--- src/hdl/gfmac_pkg.sv ---
// ---------------------------------------------------------------------------
// gfmac_pkg
// Types, constants and GF(2^8) helpers for the region multiply-accumulate.
// ---------------------------------------------------------------------------
`timescale 1ns / 1ps

package gfmac_pkg;

  localparam int WORD_W    = 64;
  localparam int IDX_W     = 15;
  localparam int LANE_W    = 3;
  localparam int CFG_IDX_W = 8;
  localparam int CFG_DAT_W = 8;

  localparam logic [8:0] GF_POLY = 9'o435;

  localparam logic [CFG_IDX_W-1:0] CFG_FACTOR = 8'd0;
  localparam logic [CFG_IDX_W-1:0] CFG_MODE   = 8'd1;

  typedef enum logic [1:0] {
    MODE_XOR     = 2'd0,
    MODE_WRITE   = 2'd1,
    MODE_SEARCH  = 2'd2,
    MODE_DIVIDE  = 2'd3
  } mode_t;

  // queue entry from front to back
  typedef struct packed {
    logic [WORD_W-1:0] word;
    logic              nz_any;
    logic [IDX_W-1:0]  nz_idx;
    logic              search;
    logic              last;
  } entry_t;

  typedef logic [7:0] inv_tbl_t [256];

  function automatic logic [7:0] gf_mul(input logic [7:0] a, input logic [7:0] b);
    logic [8:0] x;
    logic [7:0] acc;
    acc = 8'd0;
    x   = {1'b0, a};
    for (int k = 0; k < 8; k++) begin
      if (b[k]) begin
        acc = acc ^ x[7:0];
      end
      x = {x[7:0], 1'b0};
      if (x[8]) begin
        x = x ^ GF_POLY;
      end
    end
    return acc;
  endfunction

  function automatic inv_tbl_t gen_inv_tbl();
    inv_tbl_t   t;
    logic [7:0] r;
    logic [7:0] p;
    logic [7:0] e;
    for (int a = 0; a < 256; a++) begin
      r = 8'd1;
      p = 8'(a);
      e = 8'd254;
      for (int k = 0; k < 8; k++) begin
        if (e[0]) begin
          r = gf_mul(r, p);
        end
        p = gf_mul(p, p);
        e = e >> 1;
      end
      t[a] = r;
    end
    return t;
  endfunction

  localparam inv_tbl_t GF_INV = gen_inv_tbl();

endpackage

--- src/hdl/gf256_region_multiply_accumulate_top.sv ---
// Path: an accepted input is written into the queue by the front logic, and
// the queue head is then loaded into the output register.
// Throughput: one item per cycle unless stalled; per-lane GF(2^8) multipliers are unrolled.
// Reset: synchronous rst clears factor, mode, word count, found flag, queue.
// ---------------------------------------------------------------------------
// gf256_region_multiply_accumulate_top
// GF(2^8) region multiply/accumulate over 8-byte words, polynomial 0x11d.
// ---------------------------------------------------------------------------
`timescale 1ns / 1ps

module gf256_region_multiply_accumulate_top import gfmac_pkg::*; #(
  parameter int MAX_WORDS = 4096,
  parameter int LANES     = 8
) (
  input  logic                 clk,
  input  logic                 rst,
  input  logic                 cfg_valid,
  output logic                 cfg_ready,
  input  logic [CFG_IDX_W-1:0] cfg_index,
  input  logic [CFG_DAT_W-1:0] cfg_data,
  input  logic                 s_tvalid,
  output logic                 s_tready,
  input  logic [127:0]         s_tdata,   // src_word, old_dest_word
  input  logic                 s_tlast,   // last
  output logic                 m_tvalid,
  input  logic                 m_tready,
  output logic [79:0]          m_tdata,   // new_dest_word, nonzero_found, first_nonzero_index
  output logic                 m_tlast    // last_out
);

  logic   push;
  entry_t push_entry;
  logic   q_full;
  logic   pop;
  logic   q_not_empty;
  entry_t head;

  logic [WORD_W-1:0] new_dest_word;
  logic              nonzero_found;
  logic [IDX_W-1:0]  first_nonzero_index;

  gfmac_front #(
    .MAX_WORDS (MAX_WORDS),
    .LANES     (LANES)
  ) u_front (
    .clk           (clk),
    .rst           (rst),
    .cfg_valid     (cfg_valid),
    .cfg_ready     (cfg_ready),
    .cfg_index     (cfg_index),
    .cfg_data      (cfg_data),
    .in_valid      (s_tvalid),
    .in_ready      (s_tready),
    .src_word      (s_tdata[63:0]),
    .old_dest_word (s_tdata[127:64]),
    .last          (s_tlast),
    .push          (push),
    .push_entry    (push_entry),
    .q_full        (q_full)
  );

  gfmac_fifo u_fifo (
    .clk        (clk),
    .rst        (rst),
    .push       (push),
    .push_entry (push_entry),
    .full       (q_full),
    .pop        (pop),
    .not_empty  (q_not_empty),
    .head       (head)
  );

  gfmac_back u_back (
    .clk                 (clk),
    .rst                 (rst),
    .q_not_empty         (q_not_empty),
    .head                (head),
    .pop                 (pop),
    .out_valid           (m_tvalid),
    .out_ready           (m_tready),
    .new_dest_word       (new_dest_word),
    .nonzero_found       (nonzero_found),
    .first_nonzero_index (first_nonzero_index),
    .last_out            (m_tlast)
  );

  assign m_tdata = {first_nonzero_index, nonzero_found, new_dest_word};

endmodule

--- src/hdl/gfmac_front.sv ---
// ---------------------------------------------------------------------------
// gfmac_front
// Holds configuration, multiplies each lane and classifies the word.
// ---------------------------------------------------------------------------
`timescale 1ns / 1ps

module gfmac_front import gfmac_pkg::*; #(
  parameter int MAX_WORDS = 4096,
  parameter int LANES     = 8
) (
  input  logic                 clk,
  input  logic                 rst,
  input  logic                 cfg_valid,
  output logic                 cfg_ready,
  input  logic [CFG_IDX_W-1:0] cfg_index,
  input  logic [CFG_DAT_W-1:0] cfg_data,
  input  logic                 in_valid,
  output logic                 in_ready,
  input  logic [WORD_W-1:0]    src_word,
  input  logic [WORD_W-1:0]    old_dest_word,
  input  logic                 last,
  output logic                 push,
  output entry_t               push_entry,
  input  logic                 q_full
);

  localparam int WC_W = (MAX_WORDS > 1) ? $clog2(MAX_WORDS) : 1;
  localparam logic [WC_W-1:0] WC_MAX = WC_W'(MAX_WORDS - 1);

  logic [7:0]      factor;
  mode_t           mode;
  logic [WC_W-1:0] word_count;
  logic [WC_W-1:0] word_count_next;

  logic [7:0]        mult;
  logic              accumulate;
  logic [WORD_W-1:0] result;
  logic              nz_any;
  logic [LANE_W-1:0] nz_lane;

  assign cfg_ready = 1'b1;
  assign in_ready  = !q_full;
  assign push      = in_valid && in_ready;

  always_ff @(posedge clk) begin
    if (rst) begin
      factor <= 8'd0;
      mode   <= MODE_XOR;
    end else if (cfg_valid) begin
      case (cfg_index)
        CFG_FACTOR: factor <= cfg_data;
        CFG_MODE:   mode   <= mode_t'(cfg_data[1:0]);
        default:    ;
      endcase
    end
  end

  assign mult       = (mode == MODE_DIVIDE) ? GF_INV[factor] : factor;
  assign accumulate = (mode == MODE_XOR) || (mode == MODE_SEARCH);

  always_comb begin
    logic [7:0] r;
    result  = '0;
    nz_any  = 1'b0;
    nz_lane = '0;
    for (int l = 7; l >= 0; l--) begin
      if (l < LANES) begin
        r = gf_mul(src_word[l*8 +: 8], mult);
        if (accumulate) begin
          r = r ^ old_dest_word[l*8 +: 8];
        end
        result[l*8 +: 8] = r;
        if (r != 8'd0) begin
          nz_any  = 1'b1;
          nz_lane = LANE_W'(l);
        end
      end
    end
  end

  always_comb begin
    push_entry.word   = result;
    push_entry.nz_any = nz_any;
    push_entry.nz_idx = IDX_W'(32'(word_count) * LANES) + IDX_W'(nz_lane);
    push_entry.search = (mode == MODE_SEARCH);
    push_entry.last   = last;
  end

  always_comb begin
    if (last || word_count == WC_MAX) begin
      word_count_next = '0;
    end else begin
      word_count_next = word_count + 1'b1;
    end
  end

  always_ff @(posedge clk) begin
    if (rst) begin
      word_count <= '0;
    end else if (push) begin
      word_count <= word_count_next;
    end
  end

endmodule

--- src/hdl/gfmac_fifo.sv ---
// ---------------------------------------------------------------------------
// gfmac_fifo
// Two-entry queue between front and back.
// ---------------------------------------------------------------------------
`timescale 1ns / 1ps

module gfmac_fifo import gfmac_pkg::*; (
  input  logic   clk,
  input  logic   rst,
  input  logic   push,
  input  entry_t push_entry,
  output logic   full,
  input  logic   pop,
  output logic   not_empty,
  output entry_t head
);

  entry_t     mem [2];
  logic       wr_ptr;
  logic       rd_ptr;
  logic [1:0] count;

  assign full      = (count == 2'd2);
  assign not_empty = (count != 2'd0);
  assign head      = mem[rd_ptr];

  always_ff @(posedge clk) begin
    if (push) begin
      mem[wr_ptr] <= push_entry;
    end
  end

  always_ff @(posedge clk) begin
    if (rst) begin
      wr_ptr <= 1'b0;
      rd_ptr <= 1'b0;
      count  <= 2'd0;
    end else begin
      if (push) begin
        wr_ptr <= !wr_ptr;
      end
      if (pop) begin
        rd_ptr <= !rd_ptr;
      end
      case ({push, pop})
        2'b10:   count <= count + 2'd1;
        2'b01:   count <= count - 2'd1;
        default: ;
      endcase
    end
  end

endmodule

--- src/hdl/gfmac_back.sv ---
// ---------------------------------------------------------------------------
// gfmac_back
// Tracks the first nonzero byte of a buffer and drives the output register.
// ---------------------------------------------------------------------------
`timescale 1ns / 1ps

module gfmac_back import gfmac_pkg::*; (
  input  logic              clk,
  input  logic              rst,
  input  logic              q_not_empty,
  input  entry_t            head,
  output logic              pop,
  output logic              out_valid,
  input  logic              out_ready,
  output logic [WORD_W-1:0] new_dest_word,
  output logic              nonzero_found,
  output logic [IDX_W-1:0]  first_nonzero_index,
  output logic              last_out
);

  logic             found_flag;
  logic [IDX_W-1:0] found_index;
  logic             found_next;
  logic [IDX_W-1:0] index_next;

  assign pop = q_not_empty && (!out_valid || out_ready);

  always_comb begin
    found_next = found_flag;
    index_next = found_index;
    if (head.search && !found_flag && head.nz_any) begin
      found_next = 1'b1;
      index_next = head.nz_idx;
    end
  end

  always_ff @(posedge clk) begin
    if (rst) begin
      out_valid   <= 1'b0;
      found_flag  <= 1'b0;
      found_index <= '0;
    end else begin
      if (pop) begin
        out_valid   <= 1'b1;
        found_flag  <= head.last ? 1'b0 : found_next;
        found_index <= index_next;
      end else if (out_ready) begin
        out_valid <= 1'b0;
      end
    end
  end

  always_ff @(posedge clk) begin
    if (pop) begin
      new_dest_word       <= head.word;
      nonzero_found       <= found_next;
      first_nonzero_index <= found_next ? index_next : '0;
      last_out            <= head.last;
    end
  end

endmodule

--- config.mk ---
export PLATFORM = sky130hd
export DESIGN_NAME = gf256_region_multiply_accumulate_top
export DESIGN_NICKNAME = d
export VERILOG_FILES = /design/src/hdl/gfmac_pkg.sv /design/src/hdl/gf256_region_multiply_accumulate_top.sv /design/src/hdl/gfmac_front.sv /design/src/hdl/gfmac_fifo.sv /design/src/hdl/gfmac_back.sv
export SDC_FILE = /design/constraint.sdc
export NUM_CORES = 1
export LEC_CHECK = 0
export BUFFER_PORTS_ARGS = -buffer_cell sky130_fd_sc_hd__buf_4
export CAP_MARGIN = 10
export CORE_MARGIN = 1.5
export CORE_UTILIZATION = 31
export CTS_BUF_LIST = sky130_fd_sc_hd__clkbuf_4 sky130_fd_sc_hd__clkbuf_8
export CTS_CLUSTER_SIZE = 14
export DETAILED_ROUTE_END_ITERATION = 8
export PLACE_DENSITY_LB_ADDON = 0.05
export SLEW_MARGIN = 25
export SYNTH_ARGS = -nofsm -noshare
export SYNTH_HDL_FRONTEND = slang
export SYNTH_SLANG_ARGS = --single-unit
--- constraint.sdc ---
create_clock -name clk -period 8.18 [get_ports clk]
set_clock_uncertainty 0.1 [all_clocks]
set_input_delay 1.636 -clock clk [delete_from_list [all_inputs] [get_ports clk]]
set_output_delay 1.636 -clock clk [all_outputs]
set_load 0.03 [all_outputs]
==> impl_results.md, run 1 <==
* Die height at 288 um
* Min Tclk post-route at 6740 ps
* P_int at 0.00347 W
* Post-CTS setup repair buffer count at 0
* Layout area overhead at 14.2%
* Crit-path max FO at 35
* Synth Register Bits at about 290
* Final Cell Area at 0.0287 sq mm
* Leakage at about 10 nW
* Starting Density at 31.3%
* Final Setup Violations at 0
* Largest net degree at the start of global routing at 95
* Max-slew violation count at 0
* Routed vias/inst at 5.31
* Post-route ant nets at 0
* Max Buffers Root-to-Sink at 3
* Measured slew at the worst slew-check pin at 1040 ps
* Vias at 20700
* Initial DRC count at ~1600
* PortBufs at 232
* Comb power frac at 33.8%
* Fin crit share at 82.4%
* H-tree level count at 2
* Crit. End Element: flip-flop
* Synthesis Warnings at 0
* Sequential element share of the synthesized area at 32.8%
* EDFF count, synth at 245
* Synth top area cells: edfxtp_1, xnor2_1, xnor3_1, nor2_1, xor2_1
* CP Class: reg2reg
* CTS hold repair buffers at 0
* Area after DPL at around 0.028 sq mm
* P per Cell Area at 188 mW/mm^2
* Post-Syn Instances at approximately 2700
* Synthesized cell area at 0.0251 sq mm
* CTS Sinks at 289
* Setup TNS at 0 ps
* Die width at around 290 um
* Status: complete, no violations
* GPL Wtd Cong at 0.938
* CTS resizes at 0
* GRT overflow at 0
* Nets at 2956
* Vias in the first global route at 20300
* Inserted Clock Buffers at 53
* Yosys top cell by area: edfxtp_1
* Net Switching at 0.00192 W
* TritonCTS clock tree: built
* Startpoint types: flip-flop
* First-pass GRT wire length at 140000 um
* Avg Cell Area, Syn at 9.40 sq um
* Core area at 0.0803 sq mm
* Hold_ws at 366 ps
* Worst hold-check path type: reg2reg
* Clk network pwr share at 25.5%
* Synth Net Count at 2834
* Clk pin slew, worst setup/hold paths at around 70 ps
* Most common cell after layout, fill and taps aside: xnor2_1
* Fin. Hold Viols at 0
* Clk root buf: clkbuf_8
* Crit path required time at 8480 ps
* Max-cap violations at 0
* Most frequent cells in the layout: xnor2_1, nor2_1, buf_4, edfxtp_1, nand2_1
* Async set-reset flop share out of synthesis at 0%
* Routed wire per std cell at ~25 um
* Synth unique cells at 116
* I/O Pins at 234
* FMAX at 0.148 GHz
* Worst slew margin at 30.1%
* DRC at 0
* Final Power at 0.00539 W
* Final wirelength at approximately 96000 um
* Share of power burned in registers at 40.6%
* Yosys top cell area share at 29.3%
* Clock insertion delay at the later pin of the skew report at 670 ps
* Die area at 0.0827 sq mm
* Layout cell share with drive strength beyond 1 at 18.1%
* VDD IR max at approximately 0.15 mV
* DP HPWL at roughly 69000 um
* Initial antenna violation count at 5
* Drt pass-1 iters at 5
* Critical Path AT at 7040 ps
* Switching share of total power at 35.6%
* Synth Flop Type: edfxtp_1
* RSZ-0062 raised after global routing: no
* Total GRT Usage at a little under a quarter
* # rows at roughly 100
critical path, cell delays in order (launching register included):
cell and delay (ps):
dfxtp_2 890, buf_4 490, nand2b_1 330, and3b_1 210
o311ai_0 560, nand3_1 300, a211oi_4 700, buf_4 260
nand2_1 200, o22ai_1 290, xnor3_1 450, nor4b_1 550
nor4b_1 380, buf_4 210, nand3_1 80, or4_1 460
cell families after synthesis:
logic type / after synthesis / share of synthesized area (%)
flip-flops: 289 / 32.8
other: 1 / 0.0149
AND/OR/NAND/NOR: 901 / 16.8
adder cells (fa/ha/maj): 15 / 0.748
multiplexers: 116 / 5.22
AO/OA/AOI/OAI: 481 / 14.2
XOR/XNOR: 595 / 24.8
buffers and inverters: 271 / 5.44
cell usage after synthesis, types with 9 or more instances:
cell	instances
xnor2_1	409
nor2_1	379
edfxtp_1	245
nand2_1	213
xor2_1	113
clkbuf_1	94
a21oi_1	79
o21ai_0	78
nand2b_1	73
mux2_2	69
nor2b_1	69
xnor3_1	69
buf_2	66
inv_1	45
dfxtp_1	44
mux2i_1	42
a211oi_1	34
buf_4	29
nor3_1	28
a31oi_1	27
nand3_1	25
a22oi_1	24
o221ai_1	23
o211ai_1	22
buf_6	21
and2_1	18
a22o_1	17
ha_1	15
o22ai_1	15
or4_1	12
a311oi_1	11
buf_1	11
or2_2	11
nand4_1	10
and3_1	9
sequential cells by signal, summed over array words and instances (netlist names), named ones only:
signal / flops
u_back.first_nonzero_index: 15
u_back.out_valid: 1
u_fifo.count: 2
u_front.mode: 2
u_front.word_count: 12
u_back.new_dest_word: 64
u_back.last_out: 1
u_back.found_flag: 1
u_front.factor: 8
u_back.found_index: 15
u_fifo.rd_ptr: 1
u_fifo.mem: 164
u_back.nonzero_found: 1
u_fifo.wr_ptr: 1
through the flow:
stage / util [%] / std cells / worst slack (ps)
global placement: 34.4 / 3796 / 1500
CTS: 35.7 / 3893 / 1610
finish: 35.7 / 3897 / 1440
detailed placement: 34.4 / 3796 / 1610
floorplan: - / 2669 / 1960
global route: 35.7 / 3896 / 1230
power groups by stage:
stage	logic, W	clock network, W	registers, W
3_5_place_dp	0.00185	0	0.00223
4_1_cts	0.00186	0.00144	0.00220
5_1_grt	0.00197	0.00149	0.00223
2_1_floorplan	0.000888	0	0.00253
6_report	0.00183	0.00138	0.00219
3_3_place_gp	0.00185	0	0.00222
final cells by class:
cell class / instances / area, sq um
Fill cell: 8207 / 51600
Multi-Input combinational cell: 2109 / 15600
Sequential cell: 289 / 8260
Timing Repair Buffer: 288 / 2280
Tap cell: 1060 / 1330
Clock buffer: 73 / 892
Inverter: 50 / 188
Clock inverter: 24 / 149
Antenna cell: 4 / 10.0
worst paths after layout:
check,start,to,slack [ps],cells after the start
worst min register to register,u_front.word_count[10],u_fifo.mem[1][15],370,0
worst min-delay path,u_front.word_count[10],u_fifo.mem[1][15],370,0
worst max register to register,u_front.factor[4],u_fifo.mem[1][17],1440,15
worst max-delay path,u_front.factor[4],u_fifo.mem[1][17],1440,15
per-layer routing:
| layer | GRT usage (%) | routed length (um) |
|---|---|---|
| met2 | 34.3 | 41800 |
| met4 | 6.47 | 2600 |
| met3 | 3.63 | 6220 |
| met1 | 32.9 | 45200 |
| met5 | 0 | 11 |
Power figures use the tool's default switching activity.
==> run 2: changes to the inputs <==
Clock period 8.18 ns to 6.7 ns, I/O delays scaled along.
==> impl_results.md, run 2 (synthesis results as in run 1) <==
* Worst hold-check path type: reg2reg
* FMAX at 0.156 GHz (+5.1%)
* Nets at 3105 (+5.0%)
* Fin util at 37.2% (+1.5 points)
* Starting Density at 31.3% (unchanged)
* H-tree level count at 2 (unchanged)
* # fillers at 8252 (+0.55%)
* CP max stage delay at 880 ps (about the same)
* Worst slew margin at 28.0% (-2.1 points)
* Clock insertion delay at the later pin of the skew report at 670 ps (about the same)
* Die area at 0.0827 sq mm (unchanged)
* Initial DRC count at 1713 (+4.3%)
* CP max-delay cell: o311ai_0
* Vias in the first global route at 21200 (+4.5%)
* Most frequent cells in the layout: buf_4, xnor2_1, nor2_1, edfxtp_1, nand2_1
* Die width at 288 um (unchanged)
* VDD IR max at 0.176 mV (+15%)
* Max reg flops at 164 (unchanged)
* TritonCTS clock tree: built
* Max-cap violations at 0 (unchanged)
* Crit-path max FO at 12 (-66%)
* Initial antenna violation count at 5 (unchanged)
* GRT overflow at 0 (unchanged)
* I/O Pins at 234 (unchanged)
* Non-Filler Instances at 4046 (+3.8%)
* Die height at 288 um (unchanged)
* Critical Path AT at 6690 ps (-350 ps)
* Vias at 21300 (+3.0%)
* Inserted Clock Buffers at 52 (-1.9%)
* Largest net degree at the start of global routing at 74 (-22%)
* Crit-path cells: inv_1 -> ha_1 -> nor2_1 -> o311ai_0 -> a311oi_2 -> a31oi_4 -> buf_4 -> nor2_1 -> xnor2_1 -> xnor2_1 -> xnor3_1 -> or4_1 -> nor4_1 -> buf_4 -> and2_1 -> nand3_1 -> or4_1
* RSZ-0062 raised after global routing: no
* Switching share of total power at 35.8% (+0.16 points)
* PortBufs at 232 (unchanged)
* Core area at 0.0803 sq mm (unchanged)
* Comb power frac at 33.9% (about the same)
* CTS Sinks at 289 (unchanged)
* GR Util met1 at 35.0% (+2.0 points)
* CTS hold repair buffers at 0 (unchanged)
* P_int at 0.00427 W (+23%)
* # rows at 104 (unchanged)
* Post-placement worst setup slack at 352 ps (-1260 ps)
* P per Cell Area at 223 mW/mm^2 (+18%)
* Most flops, register: u_fifo.mem
* First-pass GRT wire length at 148000 um (+5.6%)
* Net Switching at 0.00238 W (+24%)
* Regs by FF count: u_fifo.mem: 164 flops, u_back.new_dest_word: 64 flops
* Leakage at 10.9 nW (+7.4%)
* Fin crit share at 95.7% (+13 points)
* Routed vias/inst at 5.27 (-0.80%)
* Final WS setup at 291 ps (-1150 ps)
* GRT Max-Usage Layer: met2
* Max-slew violation count at 0 (unchanged)
* M2 GR Usage at 37.2% (+2.9 points)
* Final Setup Violations at 0 (unchanged)
* Routed wire per std cell at 25.1 um (+2.3%)
* Share of power burned in registers at 40.6% (about the same)
* Clk pin slew, worst setup/hold paths at 60 ps (about the same)
* Layout area overhead at 19.1%
* Setup TNS at 0 ps (unchanged)
* CP bufs+invs at 3 (unchanged)
* Measured slew at the worst slew-check pin at 1070 ps (+31.9 ps)
* Clk root buf: clkbuf_8
* M3 GR Usage at 3.46% (-0.17 points)
* Placed cells at 3946 (+4.0%)
* Drt pass-1 iters at 6 (+1)
* Delay-heaviest family, CP: simple AND/OR/NAND/NOR gates
* Final Power at 0.00665 W (+23%)
* Min Tclk post-route at 6410 ps (-328 ps)
* Most common cell after layout, fill and taps aside: buf_4
* DP HPWL at 75400 um (+9.3%)
* Crit. End Element: flip-flop
* Crit path required time at 6980 ps (-1500 ps)
* DRC at 0 (unchanged)
* Status: complete, no violations
* GPL Wtd Cong at 0.964 (+2.8%)
* Final wirelength at 102000 um (+6.3%)
* Post-route ant nets at 0 (unchanged)
* Startpoint types: flip-flop
* CP Class: reg2reg
* Layout cell share with drive strength beyond 1 at 22.1% (+4.0 points)
* Fin. Hold Viols at 0 (unchanged)
* Max Buffers Root-to-Sink at 3 (unchanged)
* Total GRT Usage at 24.1% (+1.5 points)
* Clk network pwr share at 25.5% (about the same)
-- run 2: cell type report --
cell class                      count  area [sq um]  share of cell area (%)
Timing Repair Buffer              438          3480                    11.6
Antenna cell                        4          10.0                  0.0335
Clock inverter                     27           193                   0.645
Inverter                           50           188                   0.628
Tap cell                         1060          1330                    4.44
Multi-Input combinational cell   2109         15600                    52.1
Sequential cell                   289          8260                    27.6
Clock buffer                       69           856                    2.86
-- run 2: worst paths after layout --
check | startpoint | to | slack [ps] | depth (start not counted)
hold reg to reg | u_front.word_count[4] | u_fifo.mem[1][9] | 390 | 0
hold / removal | u_front.word_count[4] | u_fifo.mem[1][9] | 390 | 0
setup reg to reg | u_front.factor[1] | u_fifo.mem[0][17] | 290 | 17
setup / recovery | u_front.factor[1] | u_fifo.mem[0][17] | 290 | 17
-- run 2: metrics by stage --
stage / hold slack, ps / area [sq um]
4_1_cts: 380 / 29800
3_5_place_dp: 392 / 28800
5_1_grt: 392 / 29900
6_report: 387 / 29900
3_3_place_gp: 385 / 28800
2_1_floorplan: 360 / 25100
-- run 2: power by group through the flow --
| stage | Combinational [W] | Sequential [W] | Clock (W) |
|---|---|---|---|
| 2_1_floorplan | 0.00108 | 0.00309 | 0 |
| 3_3_place_gp | 0.00228 | 0.00273 | 0 |
| 5_1_grt | 0.00243 | 0.00275 | 0.00185 |
| 3_5_place_dp | 0.00228 | 0.00274 | 0 |
| 6_report | 0.00225 | 0.00270 | 0.00170 |
| 4_1_cts | 0.00229 | 0.00271 | 0.00178 |
-- run 2: timing repair --
action,CTS,global route
endpoints found under the setup margin,0,7
hold endpoints to repair,0,0
resized for setup,0,1
setup buffers,0,0
-- run 2: layer usage --
metal | share of wire (%) | wire length [um]
met3 | 5.5 | 5620
met4 | 2.6 | 2610
met5 | 0.0098 | 10
met2 | 44 | 44700
met1 | 48 | 48700
==> run 3: changes to the inputs <==
Settings changed: PLACE_DENSITY_LB_ADDON 0.05 to not set.
==> impl_results.md, run 3 (synthesis results as in run 1) <==
* Fin util at 36.4% (-0.82 points)
* Hold_sp: u_back.found_index[4]
* GPL Wtd Cong at 1.03 (+6.9%)
* Critical Path AT at 6670 ps (-20 ps)
* Layout cell share with drive strength beyond 1 at 20.0% (-2.2 points)
* DP HPWL at 64700 um (-14%)
* Crit-path max FO at 28 (+16)
* Initial DRC count at 2414 (+41%)
* Inserted Clock Buffers at 49 (-5.8%)
* Most flops, register: u_fifo.mem
* # rows at 104 (unchanged)
* Nets at 3014 (-2.9%)
* Drt pass-1 iters at 9 (+3)
* Max-slew violation count at 0 (unchanged)
* Reg2reg start: u_front.factor[1]
* Vias in the first global route at 19800 (-6.7%)
* Worst Hold Path EP: u_back.found_index[4]
* Die height at 288 um (unchanged)
* Max reg flops at 164 (unchanged)
* Largest net degree at the start of global routing at 105 (+42%)
* GRT overflow at 0 (unchanged)
* Regs by FF count: u_fifo.mem: 164 flops, u_back.new_dest_word: 64 flops
* Startpoint types: flip-flop
* Final Setup Violations at 0 (unchanged)
* Max Buffers Root-to-Sink at 3 (unchanged)
* Die width at 288 um (unchanged)
* Worst R2R End: u_fifo.mem[0][17]
* Crit path from: u_front.factor[1]
* Min Tclk post-route at 6410 ps (+3.22 ps)
* DRC at 0 (unchanged)
* Hold_ws at 397 ps (+10.2 ps)
* Layout area overhead at 16.4%
* Most common cell after layout, fill and taps aside: xnor2_1
* Placed cells at 3858 (-2.2%)
* Crit. End Element: flip-flop
* Non-Filler Instances at 3961 (-2.1%)
* R2r setup slk at 290 ps (about the same)
* CTS hold repair buffers at 0 (unchanged)
* FMAX at 0.156 GHz (about the same)
* Most frequent cells in the layout: xnor2_1, nor2_1, buf_4, edfxtp_1, nand2_1
* Initial antenna violation count at 24 (+19)
* # fillers at 8031 (-2.7%)
* TritonCTS clock tree: built
* Leakage at 10.5 nW (-3.8%)
* Register area at 0.00825 sq mm (about the same)
* I/O Pins at 234 (unchanged)
* Fin crit share at 95.7% (about the same)
* Crit path required time at 6950 ps (-30 ps)
* First-pass GRT wire length at 132000 um (-11%)
* Max-cap violations at 0 (unchanged)
* Measured slew at the worst slew-check pin at 1110 ps (+33.1 ps)
* Final wirelength at 89400 um (-12%)
* Setup TNS at 0 ps (unchanged)
* VDD IR max at 0.177 mV (+0.39%)
* Fin. Hold Viols at 0 (unchanged)
* CTS Sinks at 289 (unchanged)
* Core area at 0.0803 sq mm (unchanged)
* Routed vias/inst at 5.36 (+1.7%)
* PortBufs at 232 (unchanged)
* P per Cell Area at 230 mW/mm^2 (+3.4%)
* Clk pin slew, worst setup/hold paths at 60 ps (about the same)
* Status: complete, no violations
* Clock insertion delay at the later pin of the skew report at 660 ps (about the same)
* CP Class: reg2reg
* Worst hold-check path type: reg2reg
* R2r worst-path depth at 17 (unchanged)
* Worst slew margin at 25.7% (-2.2 points)
* Total GRT Usage at 21.0% (-3.1 points)
* Clk root buf: clkbuf_8
* Area of the multi-input gates at 0.0156 sq mm (about the same)
* Final Power at 0.00673 W (+1.2%)
* Vias at 21200 (-0.40%)
* H-tree level count at 2 (unchanged)
* RSZ-0062 raised after global routing: no
* Starting Density at 31.3% (unchanged)
* Die area at 0.0827 sq mm (unchanged)
* WHS Path Cells at 2 (+2)
* Post-route ant nets at 0 (unchanged)
* Routed wire per std cell at 22.6 um (-10%)
-- run 3: worst max path at each step --
stage	slack (ps)	end
after global routing	150	u_fifo.mem[1][17]
after floorplan	770	u_fifo.mem[0][0]
after detailed placement	430	u_fifo.mem[0][17]
final	290	u_fifo.mem[0][17]
after CTS	370	u_fifo.mem[1][17]
after global placement	450	u_fifo.mem[0][17]
-- run 3: routing by layer --
layer | global-route usage [%] | routed length, um | share of wire (%)
met1 | 29.0 | 38100 | 43
met2 | 31.4 | 38600 | 43
met3 | 4.80 | 8570 | 9.6
met4 | 8.97 | 3960 | 4.4
met5 | 0 | 153 | 0.17
-- run 3: area by class of cell --
cell class	instances	share of cell area, %
repair buffers	350	9.38
flip-flops and latches	289	28.2
clock inverters	21	0.955
diodes	11	0.0942
inverters	50	0.642
multi-input cells	2109	53.3
clock buffers	71	2.89
well taps	1060	4.54
-- run 3: timing repair --
action	CTS	global route
setup endpoints to repair	0	2
gates resized for setup	0	1
setup buffers	0	0
-- run 3: per-stage QoR --
step | cell area (sq um) | worst slack [ps]
floorplan | 25100 | 773
detailed placement | 28100 | 435
global placement | 28100 | 453
global route | 29200 | 148
CTS | 29200 | 372
finish | 29200 | 288
-- run 3: worst max-delay path, cell delays in order (launching register included) --
cell,delay (ps)
dfxtp_1,340
buf_4,260
ha_1,390
nor2_1,520
nor2_1,150
or4_4,460
o211ai_4,350
o22a_1,730
buf_4,410
nand2_1,110
xor2_1,160
xnor2_1,180
xnor3_1,450
nor4b_1,310
nor4b_1,450
buf_4,230
nand3_1,90
or4_1,430
-- run 3: where the power goes --
group / internal, W / total, W / switching, W / leakage, nW
Combinational: 0.000833 / 0.00224 / 0.00141 / 7.27
Clock: 0.00106 / 0.00182 / 0.000763 / 0.592
Sequential: 0.00251 / 0.00267 / 0.000156 / 2.67
